**src/hdl/penum_pkg.sv**
```systemverilog
// Shared types and constants of the permutation enumerator.
`timescale 1ns / 1ps

package penum_pkg;

  // Field widths of the transfers and of the register port.
  localparam int ELEM_W = 3;
  localparam int NUM_W  = 16;
  localparam int LEN_W  = 4;
  localparam int DATA_W = 32;
  localparam int ADDR_W = 3;

  // Register index decoded from the word address.
  localparam logic REG_PERM_LENGTH = 1'b0;

  // Value of the length register after reset.
  localparam logic [LEN_W-1:0] LEN_RESET = 4'd7;

  // Commands from the sequencer to the datapath.
  typedef enum logic [3:0] {
    OP_NONE,
    OP_RESET,
    OP_RESTART,
    OP_FIRST,
    OP_P_INIT,
    OP_P_STEP,
    OP_PIV_TAKE,
    OP_Q_STEP,
    OP_SWAP_LO,
    OP_SWAP_HI,
    OP_REV_RD,
    OP_REV_LO,
    OP_REV_HI,
    OP_EMIT_START,
    OP_EMIT_LOAD,
    OP_EXH_LOAD
  } dp_op_t;

  // Status from the datapath back to the sequencer.
  typedef struct packed {
    logic n_lt2;
    logic pair_rise;
    logic p_at_one;
    logic q_above;
    logic lo_lt_hi;
    logic rev_more;
    logic i_last;
    logic slot_free;
  } dp_status_t;

endpackage

```
**src/hdl/penum_dp.sv**
```systemverilog
// Datapath: arrangement memory, scan indices, run counter and result register.
`timescale 1ns / 1ps

module penum_dp #(
  parameter int MAX_LEN = 8
) (
  input  logic                                clk,
  input  logic                                rst,
  input  logic [$clog2(MAX_LEN + 1) - 1:0]    n,
  input  penum_pkg::dp_op_t                   op,
  output penum_pkg::dp_status_t               status,
  output logic                                res_valid,
  input  logic                                res_stall,
  output logic [penum_pkg::ELEM_W-1:0]        element,
  output logic                                last_of_run,
  output logic [penum_pkg::NUM_W-1:0]         perm_number,
  output logic                                exhausted
);

  localparam int IDX_W = (MAX_LEN > 1) ? $clog2(MAX_LEN) : 1;
  localparam int CNT_W = $clog2(MAX_LEN + 1);

  // Arrangement store; an entry that is not valid holds its own index.
  logic [penum_pkg::ELEM_W-1:0] mem [MAX_LEN];
  logic [MAX_LEN-1:0]           vld;

  logic [IDX_W-1:0]             p;
  logic [IDX_W-1:0]             q;
  logic [IDX_W-1:0]             lo;
  logic [IDX_W-1:0]             hi;
  logic [IDX_W-1:0]             idx;
  logic [penum_pkg::ELEM_W-1:0] rd_a;
  logic [penum_pkg::ELEM_W-1:0] rd_b;
  logic [penum_pkg::ELEM_W-1:0] pv;
  logic [penum_pkg::NUM_W-1:0]  count;

  logic                         rd_en_a;
  logic                         rd_en_b;
  logic [IDX_W-1:0]             addr_a;
  logic [IDX_W-1:0]             addr_b;
  logic                         wr_en;
  logic [IDX_W-1:0]             wr_addr;
  logic [penum_pkg::ELEM_W-1:0] wr_data;
  logic                         clear;
  logic [IDX_W-1:0]             top_idx;
  logic                         slot_free;
  logic                         out_load;

  assign top_idx   = IDX_W'(n - CNT_W'(1));
  assign clear     = (op == penum_pkg::OP_RESET) || (op == penum_pkg::OP_RESTART);
  assign slot_free = !res_valid || !res_stall;
  assign out_load  = (op == penum_pkg::OP_EMIT_LOAD) || (op == penum_pkg::OP_EXH_LOAD);

  // Status toward the sequencer.
  always_comb begin
    status.n_lt2     = (CNT_W + 1)'(n) < (CNT_W + 1)'(2);
    status.pair_rise = rd_a < rd_b;
    status.p_at_one  = p == IDX_W'(1);
    status.q_above   = rd_b > pv;
    status.lo_lt_hi  = ((CNT_W + 1)'(p) + (CNT_W + 1)'(2)) < (CNT_W + 1)'(n);
    status.rev_more  = ((IDX_W + 1)'(lo) + (IDX_W + 1)'(2)) < (IDX_W + 1)'(hi);
    status.i_last    = (CNT_W'(idx) + CNT_W'(1)) == n;
    status.slot_free = slot_free;
  end

  // Memory port addresses and write data for each command.
  always_comb begin
    rd_en_a = 1'b0;
    rd_en_b = 1'b0;
    addr_a  = '0;
    addr_b  = '0;
    wr_en   = 1'b0;
    wr_addr = '0;
    wr_data = '0;
    unique case (op)
      penum_pkg::OP_P_INIT: begin
        rd_en_a = 1'b1;
        rd_en_b = 1'b1;
        addr_a  = top_idx - IDX_W'(1);
        addr_b  = top_idx;
      end
      penum_pkg::OP_P_STEP: begin
        rd_en_a = 1'b1;
        rd_en_b = 1'b1;
        addr_a  = p - IDX_W'(2);
        addr_b  = p - IDX_W'(1);
      end
      penum_pkg::OP_PIV_TAKE: begin
        rd_en_b = 1'b1;
        addr_b  = top_idx;
      end
      penum_pkg::OP_Q_STEP: begin
        rd_en_b = 1'b1;
        addr_b  = q - IDX_W'(1);
      end
      penum_pkg::OP_SWAP_LO: begin
        wr_en   = 1'b1;
        wr_addr = p;
        wr_data = rd_b;
      end
      penum_pkg::OP_SWAP_HI: begin
        wr_en   = 1'b1;
        wr_addr = q;
        wr_data = pv;
      end
      penum_pkg::OP_REV_RD: begin
        rd_en_a = 1'b1;
        rd_en_b = 1'b1;
        addr_a  = lo;
        addr_b  = hi;
      end
      penum_pkg::OP_REV_LO: begin
        wr_en   = 1'b1;
        wr_addr = lo;
        wr_data = rd_b;
      end
      penum_pkg::OP_REV_HI: begin
        wr_en   = 1'b1;
        wr_addr = hi;
        wr_data = rd_a;
      end
      penum_pkg::OP_EMIT_START: begin
        rd_en_a = 1'b1;
        addr_a  = '0;
      end
      penum_pkg::OP_EMIT_LOAD: begin
        rd_en_a = !status.i_last;
        addr_a  = idx + IDX_W'(1);
      end
      default: begin
      end
    endcase
  end

  // Valid bits: a clear returns the whole arrangement to identity order.
  always_ff @(posedge clk) begin
    if (rst || clear) begin
      vld <= '0;
    end else if (wr_en) begin
      vld[wr_addr] <= 1'b1;
    end
  end

  // Memory write port and the two registered read ports.
  always_ff @(posedge clk) begin
    if (wr_en) begin
      mem[wr_addr] <= wr_data;
    end
    if (rd_en_a) begin
      rd_a <= vld[addr_a] ? mem[addr_a] : penum_pkg::ELEM_W'(addr_a);
    end
    if (rd_en_b) begin
      rd_b <= vld[addr_b] ? mem[addr_b] : penum_pkg::ELEM_W'(addr_b);
    end
  end

  // Scan and emit indices.
  always_ff @(posedge clk) begin
    unique case (op)
      penum_pkg::OP_P_INIT: begin
        p <= top_idx;
      end
      penum_pkg::OP_P_STEP: begin
        p <= p - IDX_W'(1);
      end
      penum_pkg::OP_PIV_TAKE: begin
        p  <= p - IDX_W'(1);
        pv <= rd_a;
        q  <= top_idx;
      end
      penum_pkg::OP_Q_STEP: begin
        q <= q - IDX_W'(1);
      end
      penum_pkg::OP_SWAP_HI: begin
        lo <= p + IDX_W'(1);
        hi <= top_idx;
      end
      penum_pkg::OP_REV_HI: begin
        lo <= lo + IDX_W'(1);
        hi <= hi - IDX_W'(1);
      end
      penum_pkg::OP_EMIT_START: begin
        idx <= '0;
      end
      penum_pkg::OP_EMIT_LOAD: begin
        idx <= idx + IDX_W'(1);
      end
      default: begin
      end
    endcase
  end

  // Running number of the permutation most recently produced.
  always_ff @(posedge clk) begin
    if (rst || op == penum_pkg::OP_RESET) begin
      count <= '0;
    end else if (op == penum_pkg::OP_RESTART || op == penum_pkg::OP_FIRST) begin
      count <= penum_pkg::NUM_W'(1);
    end else if (op == penum_pkg::OP_PIV_TAKE) begin
      count <= count + penum_pkg::NUM_W'(1);
    end
  end

  // Result register; it empties when its transfer completes.
  always_ff @(posedge clk) begin
    if (rst) begin
      res_valid <= 1'b0;
    end else if (out_load) begin
      res_valid <= 1'b1;
    end else if (!res_stall) begin
      res_valid <= 1'b0;
    end
  end

  always_ff @(posedge clk) begin
    if (op == penum_pkg::OP_EMIT_LOAD) begin
      element     <= rd_a;
      last_of_run <= status.i_last;
      perm_number <= count;
      exhausted   <= 1'b0;
    end else if (op == penum_pkg::OP_EXH_LOAD) begin
      element     <= '0;
      last_of_run <= 1'b1;
      perm_number <= '0;
      exhausted   <= 1'b1;
    end
  end

endmodule

```
**src/hdl/penum_ctrl.sv**
```systemverilog
// Sequencer that steps the datapath through the next-permutation algorithm.
`timescale 1ns / 1ps

module penum_ctrl (
  input  logic                  clk,
  input  logic                  rst,
  input  logic                  cfg_wr,
  input  logic                  req_valid,
  output logic                  req_stall,
  input  logic                  restart,
  input  penum_pkg::dp_status_t status,
  output penum_pkg::dp_op_t     op
);

  typedef enum logic [3:0] {
    S_IDLE,
    S_PIV,
    S_QS,
    S_SW2,
    S_REV_RD,
    S_REV_LO,
    S_REV_HI,
    S_EMIT_GO,
    S_EMIT,
    S_EXH
  } state_t;

  state_t state;
  state_t state_next;
  logic   started;
  logic   started_next;
  logic   finished;
  logic   finished_next;

  // Requests are taken only between runs and never alongside a register write.
  assign req_stall = (state != S_IDLE) || cfg_wr;

  // Next state and command.
  always_comb begin
    state_next    = state;
    started_next  = started;
    finished_next = finished;
    op            = penum_pkg::OP_NONE;
    unique case (state)
      S_IDLE: begin
        if (cfg_wr) begin
          op            = penum_pkg::OP_RESET;
          started_next  = 1'b0;
          finished_next = 1'b0;
        end else if (req_valid) begin
          priority if (restart) begin
            op            = penum_pkg::OP_RESTART;
            started_next  = 1'b1;
            finished_next = 1'b0;
            state_next    = S_EMIT_GO;
          end else if (finished) begin
            state_next = S_EXH;
          end else if (!started) begin
            op           = penum_pkg::OP_FIRST;
            started_next = 1'b1;
            state_next   = S_EMIT_GO;
          end else if (status.n_lt2) begin
            finished_next = 1'b1;
            state_next    = S_EXH;
          end else begin
            op         = penum_pkg::OP_P_INIT;
            state_next = S_PIV;
          end
        end
      end
      // Walk left until an ascending pair marks the pivot.
      S_PIV: begin
        priority if (status.pair_rise) begin
          op         = penum_pkg::OP_PIV_TAKE;
          state_next = S_QS;
        end else if (status.p_at_one) begin
          finished_next = 1'b1;
          state_next    = S_EXH;
        end else begin
          op = penum_pkg::OP_P_STEP;
        end
      end
      // Walk left from the end to the first entry above the pivot.
      S_QS: begin
        if (status.q_above) begin
          op         = penum_pkg::OP_SWAP_LO;
          state_next = S_SW2;
        end else begin
          op = penum_pkg::OP_Q_STEP;
        end
      end
      S_SW2: begin
        op         = penum_pkg::OP_SWAP_HI;
        state_next = status.lo_lt_hi ? S_REV_RD : S_EMIT_GO;
      end
      // Reverse the tail one pair at a time.
      S_REV_RD: begin
        op         = penum_pkg::OP_REV_RD;
        state_next = S_REV_LO;
      end
      S_REV_LO: begin
        op         = penum_pkg::OP_REV_LO;
        state_next = S_REV_HI;
      end
      S_REV_HI: begin
        op         = penum_pkg::OP_REV_HI;
        state_next = status.rev_more ? S_REV_RD : S_EMIT_GO;
      end
      S_EMIT_GO: begin
        op         = penum_pkg::OP_EMIT_START;
        state_next = S_EMIT;
      end
      // One element per cycle while the result register has room.
      S_EMIT: begin
        if (status.slot_free) begin
          op = penum_pkg::OP_EMIT_LOAD;
          if (status.i_last) begin
            state_next = S_IDLE;
          end
        end
      end
      S_EXH: begin
        if (status.slot_free) begin
          op         = penum_pkg::OP_EXH_LOAD;
          state_next = S_IDLE;
        end
      end
      default: begin
        state_next = S_IDLE;
      end
    endcase
  end

  always_ff @(posedge clk) begin
    if (rst) begin
      state    <= S_IDLE;
      started  <= 1'b0;
      finished <= 1'b0;
    end else begin
      state    <= state_next;
      started  <= started_next;
      finished <= finished_next;
    end
  end

endmodule

```
**src/hdl/permutation_enumerator_unit.sv**
```systemverilog
// Top level of the lexicographic permutation enumerator with its register port.
//
// Each transfer on the request channel (req_valid, req_stall, restart) produces the
// next permutation of 0..n-1 as a run of n transfers on the result channel
// (res_valid, res_stall, element, last_of_run, perm_number, exhausted).
// restart = 1 starts again from the identity order. Once all permutations
// were given, each request yields one result with exhausted set.
// The length n sits in register perm_length at byte address 0; a write to it
// returns the enumeration to its start. Write it only while the block is idle.
// Flow: one request is taken at a time, when idle. A restart or the first
// request goes straight to fetching the first element; an advance takes a
// start step, a pivot scan, a successor scan that ends with the first swap
// write, the second swap write, a read, low write and high write for each
// pair of the tail reversal and a fetch of the first element, all set by the
// single write port of the arrangement memory. Elements then leave at one per
// cycle while the result channel does not stall. A stall on the result
// channel holds the result register and pauses the run. Reset sets n to 7 and
// the identity order.
`timescale 1ns / 1ps

module permutation_enumerator_unit #(
  parameter int MAX_LEN = 8
) (
  input  logic                             clk,
  input  logic                             rst,
  input  logic                             psel,
  input  logic                             penable,
  input  logic                             pwrite,
  input  logic [penum_pkg::ADDR_W-1:0]     paddr,
  input  logic [penum_pkg::DATA_W-1:0]     pwdata,
  output logic [penum_pkg::DATA_W-1:0]     prdata,
  output logic                             pready,
  input  logic                             req_valid,
  output logic                             req_stall,
  input  logic                             restart,
  output logic                             res_valid,
  input  logic                             res_stall,
  output logic [penum_pkg::ELEM_W-1:0]     element,
  output logic                             last_of_run,
  output logic [penum_pkg::NUM_W-1:0]      perm_number,
  output logic                             exhausted
);

  localparam int CNT_W = $clog2(MAX_LEN + 1);

  logic [penum_pkg::LEN_W-1:0] perm_length;
  logic                        reg_sel;
  logic                        cfg_wr;
  logic [CNT_W-1:0]            n;
  penum_pkg::dp_op_t           op;
  penum_pkg::dp_status_t       status;

  // Register access decode.
  assign pready  = 1'b1;
  assign reg_sel = paddr[penum_pkg::ADDR_W-1] == penum_pkg::REG_PERM_LENGTH;
  assign cfg_wr  = psel && penable && pwrite && reg_sel;

  always_ff @(posedge clk) begin
    if (rst) begin
      perm_length <= penum_pkg::LEN_RESET;
    end else if (cfg_wr) begin
      perm_length <= pwdata[penum_pkg::LEN_W-1:0];
    end
  end

  always_comb begin
    prdata = '0;
    if (reg_sel) begin
      prdata = penum_pkg::DATA_W'(perm_length);
    end
  end

  // Active length: zero counts as one, large values saturate.
  always_comb begin
    priority if (perm_length == '0) begin
      n = CNT_W'(1);
    end else if (perm_length > penum_pkg::LEN_W'(MAX_LEN)) begin
      n = CNT_W'(MAX_LEN);
    end else begin
      n = CNT_W'(perm_length);
    end
  end

  penum_ctrl u_ctrl (
    .clk       (clk),
    .rst       (rst),
    .cfg_wr    (cfg_wr),
    .req_valid (req_valid),
    .req_stall (req_stall),
    .restart   (restart),
    .status    (status),
    .op        (op)
  );

  penum_dp #(
    .MAX_LEN (MAX_LEN)
  ) u_dp (
    .clk         (clk),
    .rst         (rst),
    .n           (n),
    .op          (op),
    .status      (status),
    .res_valid   (res_valid),
    .res_stall   (res_stall),
    .element     (element),
    .last_of_run (last_of_run),
    .perm_number (perm_number),
    .exhausted   (exhausted)
  );

endmodule
```
**config.mk**
```make
export PLATFORM = sky130hd
export DESIGN_NAME = permutation_enumerator_unit
export DESIGN_NICKNAME = d
export VERILOG_FILES = /design/src/hdl/penum_pkg.sv /design/src/hdl/penum_dp.sv /design/src/hdl/penum_ctrl.sv /design/src/hdl/permutation_enumerator_unit.sv
export SDC_FILE = /design/constraint.sdc
export NUM_CORES = 1
export LEC_CHECK = 0
export BUFFER_PORTS_ARGS = -buffer_cell sky130_fd_sc_hd__buf_2
export CAP_MARGIN = 20
export CORE_AREA = 10 10 137 139
export DETAILED_ROUTE_END_ITERATION = 12
export DIE_AREA = 0 0 147 149
export SLEW_MARGIN = 15
export SYNTH_ARGS = -nofsm -noshare
export SYNTH_HDL_FRONTEND = slang
export SYNTH_HIERARCHICAL = 1
export SYNTH_SLANG_ARGS = --single-unit
export TNS_END_PERCENT = 10
```
**constraint.sdc**
```tcl
create_clock -name clk -period 4.8 [get_ports clk]
set_clock_uncertainty 0.05 [all_clocks]
set_input_delay 0 -clock clk [delete_from_list [all_inputs] [get_ports clk]]
set_output_delay 0 -clock clk [all_outputs]
set_load 0.01 [all_outputs]
```
==> flow_summary_export.csv <==
group,metric,value,unit
run_status,status,"finished, final reports clean",
die,die-height,149,um
die,pin_count,99,
placed_design,port_buffers,39,
global_routing,track_usage,13.2,%
die,start_util,38.7,%
cells_and_area,syn_to_final_growth,11.0,%
timing,rsz0062_at_grt,"false",
synth,syn_area,0.00626,mm2
synth,yosysWarnings,6,
timing,hold_viol,0,
drt,totalWireLength,14200,um
clocking,cts_buffers,9,
synth,postSynthCellCount,617,
timing,worst_pin_slew,0.849,ns
global_routing,grt_pass1_wl,23700,um
clocking,cts.sinks,104,
critical_path,crit_path_end_kind,"register",
drt,vias,4589,
drt,via_per_inst,5.19,
critical_path,crit_type,"register to register",
cells_and_area,antennaDiodeCount,0,
synth,synthDistinctLibCells,82,
clocking,clk_latency,0.36,ns
critical_path,critPathRequiredTime,4.83,ns
timing,relSlewSlack,43.3,%
synth,synth_edf_count,68,
timing,setup_ws,0.437,ns
clocking,htree_levels,3,
global_routing,antenna_found_initial,0,
synth,ys_seq_area_share,44.1,%
drt,drt-initial-drc-count,263,
placed_design,pre_cts_ws,0.485,ns
drt,drcViolationCount,0,
timing,hold-worst-slack,0.0754,ns
global_routing,grt_pass1_vias,4566,
clocking,clockBufferDepth,2,
die,dieArea,0.0219,mm2
clocking,clk_pin_slew,0.08,ns
pwr,p_total,5.33,mW
cells_and_area,fin_area,0.00694,mm2
timing,fin_crit_sh,90.9,%
timing,fmax,229,MHz
clocking,root_buffer,"clkbuf_16",
placed_design,gp_congestion,0.900,
global_routing,grt-ovfl-total,0,
synth,synth_top_area_cell,"edfxtp_1",
die,core_area,0.0162,mm2
synth,synthFlopType,"edfxtp_1",
die,die_w,147,um
global_routing,grt_max_degree,21,
run,drv_cap,0,
placed_design,hpwl,10600,um
pwr,power.density,767,mW/mm2
timing,final.setup.tns,0,ns
clocking,cts_tree,"done",
synth,synth_top_area_share,32.6,%
critical_path,cp.arrival,4.40,ns
drt,dr.pass1.iters,5,
cells_and_area,nNetsFinal,723,
timing,maxSlewViolCount,0,
timing,layout_min_cycle_time,4.36,ns
hold_path,hold_path_class,"primary input to register",
pwr,p_leak,2.72,nW
die,rows,47,
placed_design,post_dp_cell_area,0.00657,mm2
critical_path,cp_max_fo,16,
synth,synth-seq-cells,104,
synth,synth.area.top_cells,"edfxtp_1, dfxtp_1, mux2i_1, buf_4, ha_1",
timing,setup_viol,0,
cells_and_area,drive_above_1_share,15.5,%
synth,async_reset_ff_share,0,%
drt,drtAntennaViolNets,0,
critical_path,start_kind,"register",
pwr,peakVddDrop,333,uV
synth,avgSynthCellArea,10.1,um2
drt,wl_per_cell,16.0,um
clocking,cts.repair.resized,0,
flip-flops by register name (all words and copies together), names as in the netlist, 3 cells and up:
name              flops
u_dp/lo               3
perm_length           4
u_dp/idx              3
u_dp/q                3
u_ctrl/state          4
u_dp/p                3
u_dp/count           16
u_dp/perm_number     16
u_dp/vld              8
u_dp/hi               3
u_dp/pv               3
u_dp/rd_b             3
u_dp/mem             24
u_dp/rd_a             3
u_dp/element          3
worst paths after layout:
path                          end      startpoint  slack [ns]  depth (start not counted)
setup / recovery     u_dp/rd_b[1]    u_dp/rd_b[1]        0.44                         17
hold / removal    u_ctrl/finished         restart        0.08                          4
setup reg to reg     u_dp/rd_b[1]    u_dp/rd_b[1]        0.44                         17
hold reg to reg    u_dp/exhausted  u_dp/exhausted        0.41                          2
metrics by stage:
stage               std cells  util (%)
global route              885      42.9
finish                    885      42.9
global placement          862      40.6
detailed placement        862      40.6
CTS                       885      42.9
floorplan                 644         -
timing repair:
item	4_1_cts	5_1_grt
buffers inserted	0	0
hold endpoints to repair	8	0
hold buffers	7	0
synth_stat cells (3+ instances only):
| master | n |
|---|---|
| mux2_2 | 5 |
| clkbuf_1 | 11 |
| inv_1 | 32 |
| buf_2 | 6 |
| nand2_1 | 50 |
| and2b_2 | 4 |
| o22ai_1 | 3 |
| xor2_1 | 11 |
| o21ai_0 | 16 |
| nor3_1 | 11 |
| mux2i_1 | 42 |
| o21ai_1 | 10 |
| and3_1 | 3 |
| buf_4 | 34 |
| nand4b_1 | 3 |
| nor3b_1 | 6 |
| nor2_1 | 50 |
| a211oi_1 | 4 |
| a311oi_1 | 3 |
| or3_1 | 7 |
| nand2b_1 | 10 |
| ha_1 | 19 |
| a21o_1 | 3 |
| a22oi_1 | 5 |
| nand3_1 | 10 |
| a21oi_1 | 30 |
| o21a_1 | 10 |
| o22a_1 | 3 |
| nor2b_1 | 6 |
| buf_6 | 7 |
| xnor2_1 | 10 |
| dfxtp_1 | 36 |
| a31oi_1 | 8 |
| nand4_1 | 4 |
| edfxtp_1 | 68 |
| o31a_1 | 3 |
| and2_1 | 20 |
layout make-up:
cell class / instances / area (um2)
Clock buffer: 9 / 225
Clock inverter: 7 / 77.6
Fill cell: 1535 / 9230
Inverter: 32 / 120
Multi-Input combinational cell: 449 / 3080
Sequential cell: 104 / 2760
Tap cell: 220 / 275
Timing Repair Buffer: 64 / 400
cells in the final DEF, fill, tap and decap left out, drive strengths merged, types with 7 or more instances in the layout:
| cell | netlist | routed |
|---|---|---|
| dlygate4sd3 | 0 | 7 |
| o21a | 10 | 10 |
| o21ai | 26 | 26 |
| clkbuf | 11 | 9 |
| a31oi | 8 | 8 |
| and2 | 20 | 20 |
| a21oi | 30 | 30 |
| xor2 | 11 | 11 |
| edfxtp | 68 | 68 |
| nand3 | 10 | 10 |
| buf | 48 | 57 |
| mux2i | 42 | 42 |
| inv | 32 | 35 |
| nand2b | 11 | 11 |
| nand2 | 51 | 51 |
| mux2 | 7 | 7 |
| dfxtp | 36 | 36 |
| or3 | 7 | 7 |
| nor3 | 12 | 12 |
| xnor2 | 10 | 10 |
| nor2 | 52 | 52 |
| ha | 19 | 19 |
| conb | 2 | 29 |
routing by layer:
layer	track usage [%]	vias up	wire, um
li1	-	2247	-
met1	16.1	2201	6230
met2	22.8	124	7080
met3	2.73	17	693
met4	4.11	0	201
met5	0	-	0
worst max-delay path, cell delays in order, from the launching register on:
cell      delay [ns]
edfxtp_1        0.43
ha_1            0.33
a21o_1          0.16
a21oi_1         0.13
a31oi_1         0.09
nor4_2          0.31
buf_4           0.19
nand2b_1        0.11
a221oi_1        0.06
o41ai_2         0.16
buf_4           0.34
nand4b_1        0.27
nor2_1          0.28
a221o_1         0.35
nor2_1          0.07
a22oi_1         0.29
nor4bb_1        0.34
a21oi_1         0.09
report_power, final:
group	internal, mW	switching (mW)	leakage [nW]
clock	0.369	0.371	0.144
sequential	1.33	0.178	0.912
combinational	1.20	1.88	1.67
cell families after synthesis:
logic type,after synthesis,synth area share (%)
adder cells (fa/ha/maj),20,4.12
multiplexers,51,8.88
AO/OA/AOI/OAI,125,13.8
AND/OR/NAND/NOR,203,17.5
XOR/XNOR,21,2.94
other,2,0.120
buffers and inverters,91,8.46
flip-flops,104,44.1
No activity file was read; power rests on OpenSTA's default activity.
